## config.mk

```make
export PLATFORM = sky130hd
export DESIGN_NAME = bounded_set_store_unit
export DESIGN_NICKNAME = d
export VERILOG_FILES = /design/src/sv/bss_pkg.sv /design/src/sv/bounded_set_store_unit.sv /design/src/sv/bss_cell.sv
export VERILOG_INCLUDE_DIRS = /design/src /design/src/sv
export SDC_FILE = /design/constraint.sdc
export NUM_CORES = 1
export LEC_CHECK = 0
export ABC_AREA = 1
export BUFFER_PORTS_ARGS = -buffer_cell sky130_fd_sc_hd__buf_4
export CORE_MARGIN = 2
export CORE_UTILIZATION = 55
export DETAILED_ROUTE_END_ITERATION = 16
export MAX_ROUTING_LAYER = met4
export PLACE_DENSITY = 0.73
export SETUP_SLACK_MARGIN = 0.2
export SLEW_MARGIN = 20
export SYNTH_ARGS = -nofsm -noshare
export SYNTH_HDL_FRONTEND = slang
export SYNTH_HIERARCHICAL = 1
export SYNTH_SLANG_ARGS = --single-unit
export TNS_END_PERCENT = 20
```

## constraint.sdc

```tcl
create_clock -name clk -period 4.5 [get_ports clk]
set_input_delay 0.225 -clock clk [delete_from_list [all_inputs] [get_ports clk]]
set_output_delay 0.225 -clock clk [all_outputs]
set_load 0.01 [all_outputs]
```

## src/sv/bounded_set_store_unit_macros.svh

```systemverilog
// Assertion macros shared by the bounded set store RTL.
// Expects clk and arst_n in the scope of use; no other dependencies.
`ifndef BOUNDED_SET_STORE_UNIT_MACROS_SVH
`define BOUNDED_SET_STORE_UNIT_MACROS_SVH

// Same-cycle implication, off during reset.
`define BSS_ASSERT_IMP(label, ante, cons, msg) \
	label: assert property (@(posedge clk) disable iff (!arst_n) (ante) |-> (cons)) \
		else $error(msg);

// Next-cycle implication, off during reset.
`define BSS_ASSERT_NXT(label, ante, cons, msg) \
	label: assert property (@(posedge clk) disable iff (!arst_n) (ante) |=> (cons)) \
		else $error(msg);

`endif

```

## src/sv/bss_pkg.sv

```systemverilog
// Shared types and constants for the bounded set store.
// No dependencies; imported by bss_cell and bounded_set_store_unit.
package bss_pkg;

	localparam int DEPTH_DEF = 16;
	localparam int VAL_W     = 32;
	localparam int ACT_W     = 2;
	localparam int CAP_W     = 5;
	localparam int CNT_OUT_W = 5;

	localparam logic [CAP_W-1:0] CAP_RESET = 5'd16;

	localparam logic [ACT_W-1:0] ACT_INSERT = 2'd0;
	localparam logic [ACT_W-1:0] ACT_REMOVE = 2'd1;

	// Broadcast command to every cell in the commit cycle
	typedef struct packed {
		logic ins;  // load the item value into the tail cell
		logic shf;  // cells at or past the hit take the right neighbour's entry
	} bss_cmd_t;

	// Per-cell occupancy view, derived from the count
	typedef struct packed {
		logic occ;   // cell holds a live entry
		logic more;  // right neighbour holds a live entry
		logic tail;  // first free cell
	} bss_slot_t;

	typedef enum logic [1:0] {
		ST_IDLE,
		ST_SCAN,
		ST_HOLD
	} bss_state_t;

endpackage

```

## src/sv/bounded_set_store_unit.sv

```systemverilog
// Bounded set store: ordered list of distinct 32-bit values in a chain of cells.
// The result is registered once the search token has left the last cell and the output register is free.
// A new item is taken only while idle, so each item's search finishes before the next is accepted.
// Reset: count cleared, capacity back to 16; stored entries are not cleared.
// Depends on bss_pkg, bss_cell and bounded_set_store_unit_macros.svh.
`include "bounded_set_store_unit_macros.svh"

module bounded_set_store_unit #(
	parameter int DEPTH = bss_pkg::DEPTH_DEF
) (
	input  logic                              clk,
	input  logic                              arst_n,
	// configuration
	input  logic                              cfg_we,
	input  logic [bss_pkg::CAP_W-1:0]         cfg_wdata,
	// input channel
	input  logic                              in_valid,
	output logic                              in_stall,
	input  logic [bss_pkg::ACT_W-1:0]         action,
	input  logic signed [bss_pkg::VAL_W-1:0]  value,
	// output channel
	output logic                              out_valid,
	input  logic                              out_stall,
	output logic                              was_present,
	output logic                              rejected_full,
	output logic [bss_pkg::CNT_OUT_W-1:0]     element_count
);
	import bss_pkg::*;

	// Count must reach DEPTH itself; capacity compare runs at the wider width
	localparam int CW = $clog2(DEPTH + 1);
	localparam int EW = (CW > CAP_W) ? CW : CAP_W;

	bss_state_t state_q, state_d;

	logic [CAP_W-1:0] cap_q;
	logic [CW-1:0]    cnt_q, cnt_d;
	logic [ACT_W-1:0] act_q;
	logic [VAL_W-1:0] val_q;
	logic             start_q;

	logic             out_valid_q;
	logic             present_q;
	logic             rejected_q;
	logic [CNT_OUT_W-1:0] count_out_q;

	// Chain wiring: tok/hit element i feeds cell i and element i+1 comes out; ent element i comes out of cell i
	logic             tok [0:DEPTH];
	logic             hit [0:DEPTH];
	logic [VAL_W-1:0] ent [0:DEPTH];
	logic [DEPTH-1:0] tail_vec;

	bss_cmd_t  cmd;
	bss_slot_t slot [0:DEPTH-1];

	logic accept;
	logic slot_free;
	logic commit;
	logic present;
	logic full;
	logic is_ins;
	logic is_rem;
	logic [EW-1:0] cap_ext;
	logic [EW-1:0] cap_eff;
	logic [EW-1:0] cnt_ext;

	// ---------------------------------------------------------------
	// Capacity register; the user must keep it only written while the block is idle, a rule the block leaves unchecked
	// ---------------------------------------------------------------
	always_ff @(posedge clk or negedge arst_n) begin
		if (!arst_n) begin
			cap_q <= CAP_RESET;
		end else if (cfg_we) begin
			cap_q <= cfg_wdata;
		end
	end

	// Saturate the configured capacity at the chain length
	assign cap_ext = EW'(cap_q);
	assign cap_eff = (cap_ext > EW'(DEPTH)) ? EW'(DEPTH) : cap_ext;
	assign cnt_ext = EW'(cnt_q);
	assign full    = (cnt_ext >= cap_eff);

	// ---------------------------------------------------------------
	// Control
	// ---------------------------------------------------------------
	assign accept    = in_valid && !in_stall;
	assign slot_free = !out_valid_q || !out_stall;

	// Next state: scan until the token leaves the last cell, then commit
	// as soon as the output register can take the result
	always_comb begin
		state_d = state_q;
		case (state_q)
			ST_IDLE: begin
				if (accept) begin
					state_d = ST_SCAN;
				end
			end
			ST_SCAN: begin
				if (tok[DEPTH]) begin
					state_d = slot_free ? ST_IDLE : ST_HOLD;
				end
			end
			ST_HOLD: begin
				if (slot_free) begin
					state_d = ST_IDLE;
				end
			end
			default: begin
				state_d = ST_IDLE;
			end
		endcase
	end

	// State outputs
	always_comb begin
		in_stall = 1'b1;
		commit   = 1'b0;
		case (state_q)
			ST_IDLE: begin
				in_stall = 1'b0;
			end
			ST_SCAN: begin
				commit = tok[DEPTH] && slot_free;
			end
			ST_HOLD: begin
				commit = slot_free;
			end
			default: begin
				in_stall = 1'b1;
			end
		endcase
	end

	always_ff @(posedge clk or negedge arst_n) begin
		if (!arst_n) begin
			state_q <= ST_IDLE;
			start_q <= 1'b0;
		end else begin
			state_q <= state_d;
			start_q <= accept;
		end
	end

	// Hold the item for the whole search
	always_ff @(posedge clk) begin
		if (accept) begin
			act_q <= action;
			val_q <= $unsigned(value);
		end
	end

	// ---------------------------------------------------------------
	// Commit decision
	// ---------------------------------------------------------------
	// The hit flag out of the last cell tells whether the value is held
	assign present = hit[DEPTH];
	assign is_ins  = (act_q == ACT_INSERT);
	assign is_rem  = (act_q == ACT_REMOVE);

	// Full check comes first: a full set rejects even a held value
	assign cmd.ins = commit && is_ins && !full && !present;
	assign cmd.shf = commit && is_rem && present;

	always_comb begin
		cnt_d = cnt_q;
		if (cmd.ins) begin
			cnt_d = cnt_q + 1'b1;
		end else if (cmd.shf) begin
			cnt_d = cnt_q - 1'b1;
		end
	end

	always_ff @(posedge clk or negedge arst_n) begin
		if (!arst_n) begin
			cnt_q <= '0;
		end else begin
			cnt_q <= cnt_d;
		end
	end

	// ---------------------------------------------------------------
	// Output register; frees the search path while a result waits
	// ---------------------------------------------------------------
	always_ff @(posedge clk or negedge arst_n) begin
		if (!arst_n) begin
			out_valid_q <= 1'b0;
		end else if (commit) begin
			out_valid_q <= 1'b1;
		end else if (!out_stall) begin
			out_valid_q <= 1'b0;
		end
	end

	always_ff @(posedge clk) begin
		if (commit) begin
			present_q   <= present;
			rejected_q  <= is_ins && full;
			count_out_q <= CNT_OUT_W'(cnt_d);
		end
	end

	assign out_valid     = out_valid_q;
	assign was_present   = present_q;
	assign rejected_full = rejected_q;
	assign element_count = count_out_q;

	// ---------------------------------------------------------------
	// Cell chain
	// ---------------------------------------------------------------
	// Token enters the head in the cycle after acceptance; the tail end
	// feeds nothing into the last cell's shift input
	assign tok[0]     = start_q;
	assign hit[0]     = 1'b0;
	assign ent[DEPTH] = '0;

	for (genvar i = 0; i < DEPTH; i++) begin : g_cell
		assign slot[i].occ  = (CW'(i) < cnt_q);
		assign slot[i].more = (CW'(i + 1) < cnt_q);
		assign slot[i].tail = (CW'(i) == cnt_q);
		assign tail_vec[i]  = slot[i].tail;

		bss_cell u_cell (
			.clk        (clk),
			.arst_n     (arst_n),
			.cmd        (cmd),
			.slot       (slot[i]),
			.value      (val_q),
			.tok_in     (tok[i]),
			.hit_in     (hit[i]),
			.next_entry (ent[i + 1]),
			.tok_q      (tok[i + 1]),
			.hit_q      (hit[i + 1]),
			.entry_q    (ent[i])
		);
	end

	// ---------------------------------------------------------------
	// Assertions
	// ---------------------------------------------------------------
	`BSS_ASSERT_IMP(a_cnt_bound, 1'b1, cnt_q <= CW'(DEPTH), "count exceeds depth")
	`BSS_ASSERT_IMP(a_ins_not_full, cmd.ins, !full && tail_vec != '0, "insert into full set")
	`BSS_ASSERT_IMP(a_one_tail, 1'b1, $onehot0(tail_vec), "more than one tail cell")
	`BSS_ASSERT_NXT(a_rem_dec, cmd.shf, cnt_q == CW'($past(cnt_q) - 1'b1), "remove lost count")

endmodule

```

## src/sv/bss_cell.sv

```systemverilog
// One storage cell of the set chain: entry, search token and hit flag.
// Depends on bss_pkg.
module bss_cell (
	input  logic                    clk,
	input  logic                    arst_n,
	input  bss_pkg::bss_cmd_t       cmd,
	input  bss_pkg::bss_slot_t      slot,
	input  logic [bss_pkg::VAL_W-1:0] value,
	input  logic                    tok_in,
	input  logic                    hit_in,
	input  logic [bss_pkg::VAL_W-1:0] next_entry,
	output logic                    tok_q,
	output logic                    hit_q,
	output logic [bss_pkg::VAL_W-1:0] entry_q
);
	import bss_pkg::*;

	logic match;

	assign match = slot.occ && (entry_q == value);

	// Token walks one cell a cycle; hit marks a match here or further left
	always_ff @(posedge clk or negedge arst_n) begin
		if (!arst_n) begin
			tok_q <= 1'b0;
			hit_q <= 1'b0;
		end else begin
			tok_q <= tok_in;
			if (tok_in) begin
				hit_q <= hit_in | match;
			end
		end
	end

	always_ff @(posedge clk) begin
		if (cmd.ins && slot.tail) begin
			entry_q <= value;
		end else if (cmd.shf && hit_q && slot.more) begin
			entry_q <= next_entry;
		end
	end

endmodule
```

==> flow_summary.yaml <==
synth:
  synth_compound_area_share_pct: 5.99
  yosys.area_share.simple_pct: 19.9
  ys_ff_latch: 599
  syn_inst: 3739
  muxShareOfSynthArea_pct: 7.63
  yosysTopAreaCell: "edfxtp_1"
  synth_seq_area_share_pct: 53.0
  ys_top_cells_by_area: "edfxtp_1 (50%), nand2_1 (13%), mux2_2 (7.6%)"
  ys_warn_count: 6
  avgSynthCellArea_sq_um: 8.97
  synth_area_sq_um: 33500
  synth_cell_types: 35
  netlist.area_leader.share_pct: 49.5
  synth_top_family_by_area: "simple AND/OR/NAND/NOR gates"
  synth_xor_area_share_pct: 5.12
  synthAdderAreaFrac_pct: 0.485
floorplan:
  initial_core_util_pct: 55.5
  die-width_microns: 251
  io_pins: 53
  design.die.area_sq_um: 62900
  core_sq_um: 60400
  row_count: 90
  die_h_microns: 251
sta:
  slew_headroom_pct: 27.7
  fin_tns_setup_ns: 0
  fin_hold_ws_ns: 0.0956
  timing.final.crit_share_pct: 77.2
  setup-violations-final: 0
  rsz0062_at_grt: "false"
  period_needed_ns: 3.47
  worst_slack_ns: 1.03
  worstMarginPinSlew_ns: 1.08
  hold_viol_final: 0
  fmax_mhz: 288
  finClkSkew_ns: 0.0206
  maxSlewViolCount: 0
grt:
  grt_overflow_total: 0
  grt_pass1_wl_mm: 108
  grt_use_total_pct: 21.4
  grt_pass1_vias: 22700
  antenna_found_initial: 0
  grt_max_degree: 52
power_and_ir_drop:
  p_per_area_nw_per_um2: 397
  totalPowerFinal_mw: 15.0
  p_leak_nw: 16.7
  ir_drop_uv: 397
layout:
  layout.cells.non_filler: 4752
  drive_gt1_share_pct: 13.4
  diodes: 0
  area_growth_pct: 12.6
  final_core_util_pct: 62.5
  final_area_sq_um: 37700
  fillers: 4949
  nNetsFinal: 3978
clock_tree:
  clock-sinks: 599
  htree_num_levels: 3
  cts_buffers: 69
  cts_buffer_depth: 3
  cts_tree: "done"
  cts.clk_slew.worst_paths_ns: 0.06
  clock_latency_ns: 0.60
  root_buffer: "clkbuf_16"
routing:
  drt_pass1_iterations: 6
  routed_wirelength_mm: 64.4
  route.detailed.drc: 0
  ant_nets: 0
  viasPerCell: 4.93
  post_drt_wl_per_cell_microns: 13.6
  num_vias: 23400
  drtIter0Drc: 1289
worst_hold_path:
  hold_class: "input port to flop"
setup_path:
  path_max_fanout: 51
  worstPathCellList: "nor4_1 -> o21ai_0 -> ha_1 -> nand2_1 -> inv_1 -> nand2_1 -> nand2_1 -> nor2_4 -> nand2_4 -> inv_1 -> nand2_1 -> buf_4 -> nand2_1 -> buf_4"
  cpMaxStageDelayCell: "inv_1"
  start_kind: "flop"
  end_kind: "flop"
  crit_top_cell: "nand2_1"
  critPathBufInv: 4
  cp_top_family: "buffers and inverters"
  critical_path_arrival_ns: 3.72
  path_class: "flop to flop"
  critPathRequiredTime_ns: 4.74
  slowest_delay_ns: 0.48
placed_design:
  hpwl_mm: 46.0
  numPortBuffers: 52
  place_inst: 4579
  placed_area_sq_um: 35100
  place_ws_ns: 1.11
  gp_congestion: 0.852
run_status:
  status: "completed"
run:
  maxCapViolCount: 0
[flip-flops by register name, indices dropped and copies added (netlist names)]
| register | flops |
|---|---|
| start_q | 1 |
| cap_ext | 5 |
| element_count | 5 |
| g_cell.u_cell/tok_q | 16 |
| out_valid | 1 |
| was_present | 1 |
| cnt_ext | 5 |
| state_q | 2 |
| g_cell.u_cell/entry_q | 512 |
| act_q | 2 |
| val_q | 32 |
| rejected_full | 1 |
| g_cell.u_cell/hit_q | 16 |
[worst register-to-register path: stages (launching register included)]
cell and delay (ns):
dfrtp_1 0.41, nor4_1 0.37, o21ai_0 0.13, ha_1 0.29
nand2_1 0.08, inv_1 0.05, nand2_1 0.06, nand2_1 0.08
nor2_4 0.21, nand2_4 0.09, inv_1 0.49, nand2_1 0.12
buf_4 0.28, nand2_1 0.13, buf_4 0.35
[cell usage in the layout (no fill, tap or decap), drive strengths merged, types with 17 or more instances in the layout]
cell and count:
nand2 1165, a21oi 17, xor2 36, nor2 282, conb 33, dlygate4sd3 48
or2 32, buf 113, edfxtp 553, clkinv 22, inv 609, nand4 64
dfrtp 45, mux2 227, clkbuf 95, xnor2 160, o21ai 318, nand3 90
[where the power goes]
part | internal, mW | leakage [nW] | total (mW) | switching, mW
Combinational | 1.03 | 10.2 | 2.90 | 1.86
Sequential | 6.51 | 5.51 | 6.89 | 0.378
Clock | 3.08 | 1.02 | 5.21 | 2.13
[per-layer routing]
metal | up-vias | share of wire [%] | track usage, %
met5 | - | 0 | -
met4 | 0 | 2.3 | 5.66
met3 | 100 | 3.7 | 3.37
met2 | 360 | 49 | 37.3
met1 | 10500 | 45 | 25.9
li1 | 12400 | - | -
[synthesized netlist by cell type]
master / instances
nand2_1: 1143
inv_1: 602
edfxtp_1: 553
o21ai_0: 316
nor2_1: 260
mux2_2: 227
xnor2_1: 160
nand3_1: 89
nand4_1: 64
clkbuf_1: 49
dfrtp_1: 45
xor2_1: 36
buf_2: 33
or2_2: 32
nand2_2: 21
nor2_2: 18
a21boi_1: 16
a21oi_2: 16
o22ai_1: 16
ha_1: 13
inv_2: 7
o21bai_1: 5
nor3_1: 3
nor2_4: 2
nor2_8: 2
o21ai_1: 2
a21oi_1: 1
a31oi_1: 1
conb_1: 1
dfstp_2: 1
nand2_4: 1
nand3_4: 1
nor3_2: 1
nor4_1: 1
o221ai_1: 1
[logic make-up after synthesis]
family | Yosys count
AOI/OAI and AO/OA | 374
other | 1
and+or+nand+nor | 1638
adders and majority gates | 13
xor gates and xnor gates | 196
DFF | 599
buffers and inverters | 691
muxes | 227
[final timing paths]
path / from / end / slack, ns / cells after the start
max: cap_ext[1]$_DFFE_PN0P_ / g_cell[7].u_cell/entry_q[14]$_DFFE_PP_ / 1.03 / 14
min: in_valid / state_q[1]$_DFFE_PN0P_ / 0.1 / 4
max reg2reg: cap_ext[1]$_DFFE_PN0P_ / g_cell[7].u_cell/entry_q[14]$_DFFE_PP_ / 1.03 / 14
min reg2reg: g_cell[13].u_cell/tok_q$_DFF_PN0_ / g_cell[14].u_cell/tok_q$_DFF_PN0_ / 0.40 / 0
max in group asynchronous: arst_n / g_cell[0].u_cell/hit_q$_DFFE_PN0P_ / 3.88 / 2
min in group asynchronous: arst_n / state_q[0]$_DFFE_PN0P_ / 0.18 / 2
[final cells by class]
cell class | count | area (sq um) | share of cell area [%]
clock buffers | 95 | 1920 | 5.09
clock inverters | 25 | 164 | 0.434
inverters | 609 | 2290 | 6.06
multi-input cells | 2481 | 13300 | 35.1
flip-flops and latches | 599 | 17800 | 47.1
well taps | 782 | 978 | 2.59
repair buffers | 161 | 1380 | 3.65
[what timing repair did]
item,in CTS,in global routing
hold endpoints to repair,85,0
buffers inserted,0,0
hold buffers,48,0
resized for setup,0,0
Note: power is estimated with default switching activity, not from simulation.
